[src/rtl/tbd_pkg.sv]
// Shared types and constants for the truncated boundary distance block.
package tbd_pkg;

	localparam int DIST_W = 10;
	localparam int DIM_W  = 9;
	localparam int SQ_W   = 2 * DIST_W;

	localparam logic [1:0] FN_LOAD    = 2'd0;
	localparam logic [1:0] FN_COMPUTE = 2'd1;
	localparam logic [1:0] FN_READ    = 2'd2;

	localparam logic KIND_COMPUTE = 1'b0;
	localparam logic KIND_READ    = 1'b1;

	localparam logic [1:0] REG_COLS = 2'd0;
	localparam logic [1:0] REG_ROWS = 2'd1;
	localparam logic [1:0] REG_CAP  = 2'd2;

	typedef enum logic [3:0] {
		S_IDLE,
		S_READ,
		S_CAPSQ,
		S_INIT_RD,
		S_INIT_WR,
		S_SCAN_RD,
		S_SCAN_CHK,
		S_NB_RD,
		S_NB_CHK,
		S_WIN_RD,
		S_MUL1,
		S_MUL2,
		S_CMP,
		S_SQRT,
		S_DONE
	} state_t;

	typedef struct packed {
		logic [DIM_W-1:0]  cols;
		logic [DIM_W-1:0]  rows;
		logic [DIST_W-1:0] cap;
	} cfg_t;

	typedef struct packed {
		logic              valid;
		logic              kind;
		logic [DIST_W-1:0] dval;
	} result_t;

endpackage

[src/rtl/tbd_regs.sv]
// Configuration register file behind the APB-style port.
module tbd_regs
	import tbd_pkg::*;
(
	input  logic        clk,
	input  logic        arst_n,
	input  logic        psel,
	input  logic        penable,
	input  logic        pwrite,
	input  logic [3:0]  paddr,
	input  logic [31:0] pwdata,
	output logic [31:0] prdata,
	output logic        pready,
	output cfg_t        cfg
);

	cfg_t cfg_q;
	logic wr_en;

	assign pready = 1'b1;
	assign wr_en  = psel && penable && pwrite;
	assign cfg    = cfg_q;

	always_ff @(posedge clk or negedge arst_n) begin
		if (!arst_n) begin
			cfg_q.cols <= DIM_W'(256);
			cfg_q.rows <= DIM_W'(256);
			cfg_q.cap  <= '0;
		end else if (wr_en) begin
			unique case (paddr[3:2])
				REG_COLS: cfg_q.cols <= pwdata[DIM_W-1:0];
				REG_ROWS: cfg_q.rows <= pwdata[DIM_W-1:0];
				REG_CAP:  cfg_q.cap  <= pwdata[DIST_W-1:0];
				default: ;
			endcase
		end
	end

	always_comb begin
		unique case (paddr[3:2])
			REG_COLS: prdata = 32'(cfg_q.cols);
			REG_ROWS: prdata = 32'(cfg_q.rows);
			REG_CAP:  prdata = 32'(cfg_q.cap);
			default:  prdata = '0;
		endcase
	end

endmodule

[config.mk]
export PLATFORM = sky130hd
export DESIGN_NAME = tbd_regs
export DESIGN_NICKNAME = d
export VERILOG_FILES = /design/src/rtl/tbd_pkg.sv /design/src/rtl/tbd_regs.sv
export SDC_FILE = /design/constraint.sdc
export NUM_CORES = 1
export LEC_CHECK = 0
export BUFFER_PORTS_ARGS = -buffer_cell sky130_fd_sc_hd__buf_2
export CAP_MARGIN = 20
export CORE_ASPECT_RATIO = 0.5
export CORE_MARGIN = 8
export CORE_UTILIZATION = 35
export DETAILED_ROUTE_END_ITERATION = 16
export GPL_ROUTABILITY_DRIVEN = 0
export HOLD_SLACK_MARGIN = 0.03
export PLACE_DENSITY_LB_ADDON = 0.25
export RECOVER_POWER = 50
export SETUP_SLACK_MARGIN = 0.2
export SYNTH_ARGS = -nofsm -noshare
export SYNTH_HDL_FRONTEND = slang
export SYNTH_SLANG_ARGS = --single-unit
export TNS_END_PERCENT = 5
[constraint.sdc]
create_clock -name clk -period 1.6 [get_ports clk]
set_clock_uncertainty 0.15 [all_clocks]
set_input_delay 0.16 -clock clk [delete_from_list [all_inputs] [get_ports clk]]
set_output_delay 0.16 -clock clk [all_outputs]
set_load 0.02 [all_outputs]
==> metrics.txt <==
Pleak 0.990 nW; actual slew at the worst max-slew pin 692 ps; TNS Setup 0 ps; cell taking the most area after synthesis dfrtp_1; top_reg_cell synth dfrtp_1; Yosys top cell area share 44.1%; GRT Residual Overflow 0; routed vias/inst 4.39; Antenna Nets Post-Route 0; Critical Path AT 1180 ps; CTS H-tree lvls 1; vias in the first global route 1,148; Slew Viols, Final 0; R2R setup slack 620 ps; HP Class in -> async; first drt pass iteration count 3; CTS clk-pin slew, worst paths 100 ps; core area 3980 µm²; Reg-to-Reg End cfg[27]; Final Worst Setup Slack 108 ps; WS Path Type reg -> out; Seq cells post-synth 28; clk buf depth 2; worst reg2reg path startpoint cfg[27]; Initial Util 37.1%; FMAX 0.670 GHz; pre-CTS setup slack 78.5 ps; VDD IR-drop max 0.404 mV; most frequent cell after synthesis dfrtp_1; cell count of the worst reg-to-reg path 2; Final #Nets 236; Die Wd 108 µm; initial antenna violation count 0; first-pass GRT wire length 5740 µm; Synth top cells by count dfrtp_1 (26), buf_4 (23), mux2_2 (19); largest net degree at the start of global routing 29; post-synth cell types 18; layout cell share with drive strength beyond 1 43.8%; Site Rows 16; Post-synth ARST share 100%; Slew headroom 53.9%; All-Layer GR Usage 11.1%; Sink Count 28; end point of the critical path prdata[8]; post-synthesis sequential area ratio 47.6%; top-level I/O count 102; Synth area leaders dfrtp_1 (44%), mux2_2 (14%), buf_4 (12%); Mapped Cells 119; DRC 0; critical path capture point type primary output; crit share post-route 93.2%; # setup viols final 0; Skew-Pair Late Insertion Delay 270 ps; Iteration-0 DRC Markers 37; root buf cell clkbuf_8; Final Critical Period 1490 ps; CTS tree yes; Post-Syn Area 1480 µm²; Die Height 61.9 µm; dpl hpwl 2890 µm; run status finished, final reports clean; YS warnings 0; required time worst endpoint 1290 ps; unrepaired setup endpoints after global routing yes; DIE AREA 6680 µm²; cts bufs inserted 3; per-cell routed wire length 14.9 µm; I/O Buffers 54; area delta synth->final 31.9%; crit-path max FO 2; Fillers 359; EDFF count, synth 0; ANT cells 0; max reg flops 28; Worst Setup SP cfg[27]; Mapped Avg Cell Area 12.4 µm²; startpoint types flip-flop; WL final 3690 µm; Hold Fails Final Rpt 0; Cell Pwr Density 1260 nW/µm²; Max-Cap Viols 0; vias 1,089
==> layout by cell type, fill, tap and decap left out <==
cell type,n
and3b_1,1
buf_2,37
buf_4,11
bufinv_16,1
clkbuf_1,17
clkbuf_2,1
clkbuf_4,1
clkbuf_8,3
conb_1,23
dfrtp_1,26
dfstp_2,2
dlygate4sd3_1,11
mux2_2,19
mux2_4,9
mux2i_1,9
nand2_1,9
nand3_1,1
nor2b_1,1
nor3_1,1
nor3b_2,1
o21ai_0,8
o21ai_1,1
or3b_1,1
==> timing repair <==
item,4_1_cts,5_1_grt
hold endpoints to repair,54,0
hold buffers,11,0
setup endpoints to repair,3,10
setup buffers,1,0
gates resized for setup,1,0
==> how the worst min path moves through the flow <==
| stage | cells after the start | endpoint | startpoint | slack [ps] |
|---|---|---|---|---|
| 2_1_floorplan | 0 | cfg[0] | arst_n | -290 |
| 3_3_place_gp | 1 | cfg[0] | arst_n | 60 |
| 3_5_place_dp | 1 | cfg[0] | arst_n | 60 |
| 4_1_cts | 4 | cfg[15] | paddr[3] | 270 |
| 5_1_grt | 4 | cfg[11] | paddr[3] | 350 |
| 6_report | 2 | cfg[0] | arst_n | 300 |
==> area by class of cell <==
type / instances / area (µm²) / share of cell area, %
Sequential cell: 28 / 703 / 36.1
Multi-Input combinational cell: 84 / 651 / 33.4
Timing Repair Buffer: 78 / 454 / 23.3
Tap cell: 54 / 67.6 / 3.47
Clock buffer: 3 / 41.3 / 2.12
Clock inverter: 1 / 30.0 / 1.54
==> metal layers <==
| layer | global-route usage [%] | share of wire (%) | vias to the layer above |
|---|---|---|---|
| met5 | 0 | 0 | - |
| met4 | 4.10 | 1.4 | 0 |
| met3 | 2.88 | 8.0 | 4 |
| met2 | 20.1 | 50 | 37 |
| met1 | 12.5 | 41 | 536 |
| li1 | - | - | 512 |
==> through the flow <==
stage          cells  utilization [%]  instance area [µm²]  hold slack, ps  power (mW)
6_report         248             48.9                 1950             304        2.45
5_1_grt          248             48.9                 1950             347        2.58
4_1_cts          248             49.7                 1980             269        2.50
3_5_place_dp     232             44.8                 1790            62.3        1.92
3_3_place_gp     232             44.8                 1790            61.2        1.90
2_1_floorplan    140                -                 1560            -286        1.62
==> worst max-delay path: stages, from the launching register on <==
cell     delay (ps)
dfstp_2         540
mux2i_1          70
o21ai_1         140
buf_4           160
==> cell families after synthesis <==
| family | count (synthesis) | share of synthesized area [%] |
|---|---|---|
| AOI/OAI and AO/OA | 9 | 3.05 |
| other | 2 | 0.509 |
| muxes | 37 | 29.7 |
| and+or+nand+nor | 15 | 5.42 |
| DFF | 28 | 47.6 |
| buffers and inverters | 28 | 13.6 |
==> where the power goes <==
group	internal [mW]	leakage, nW	switching, mW
Combinational	0.359	0.615	0.535
Sequential	0.881	0.340	0.127
Clock	0.335	0.0357	0.215
Note: power is estimated with default switching activity, not from simulation.
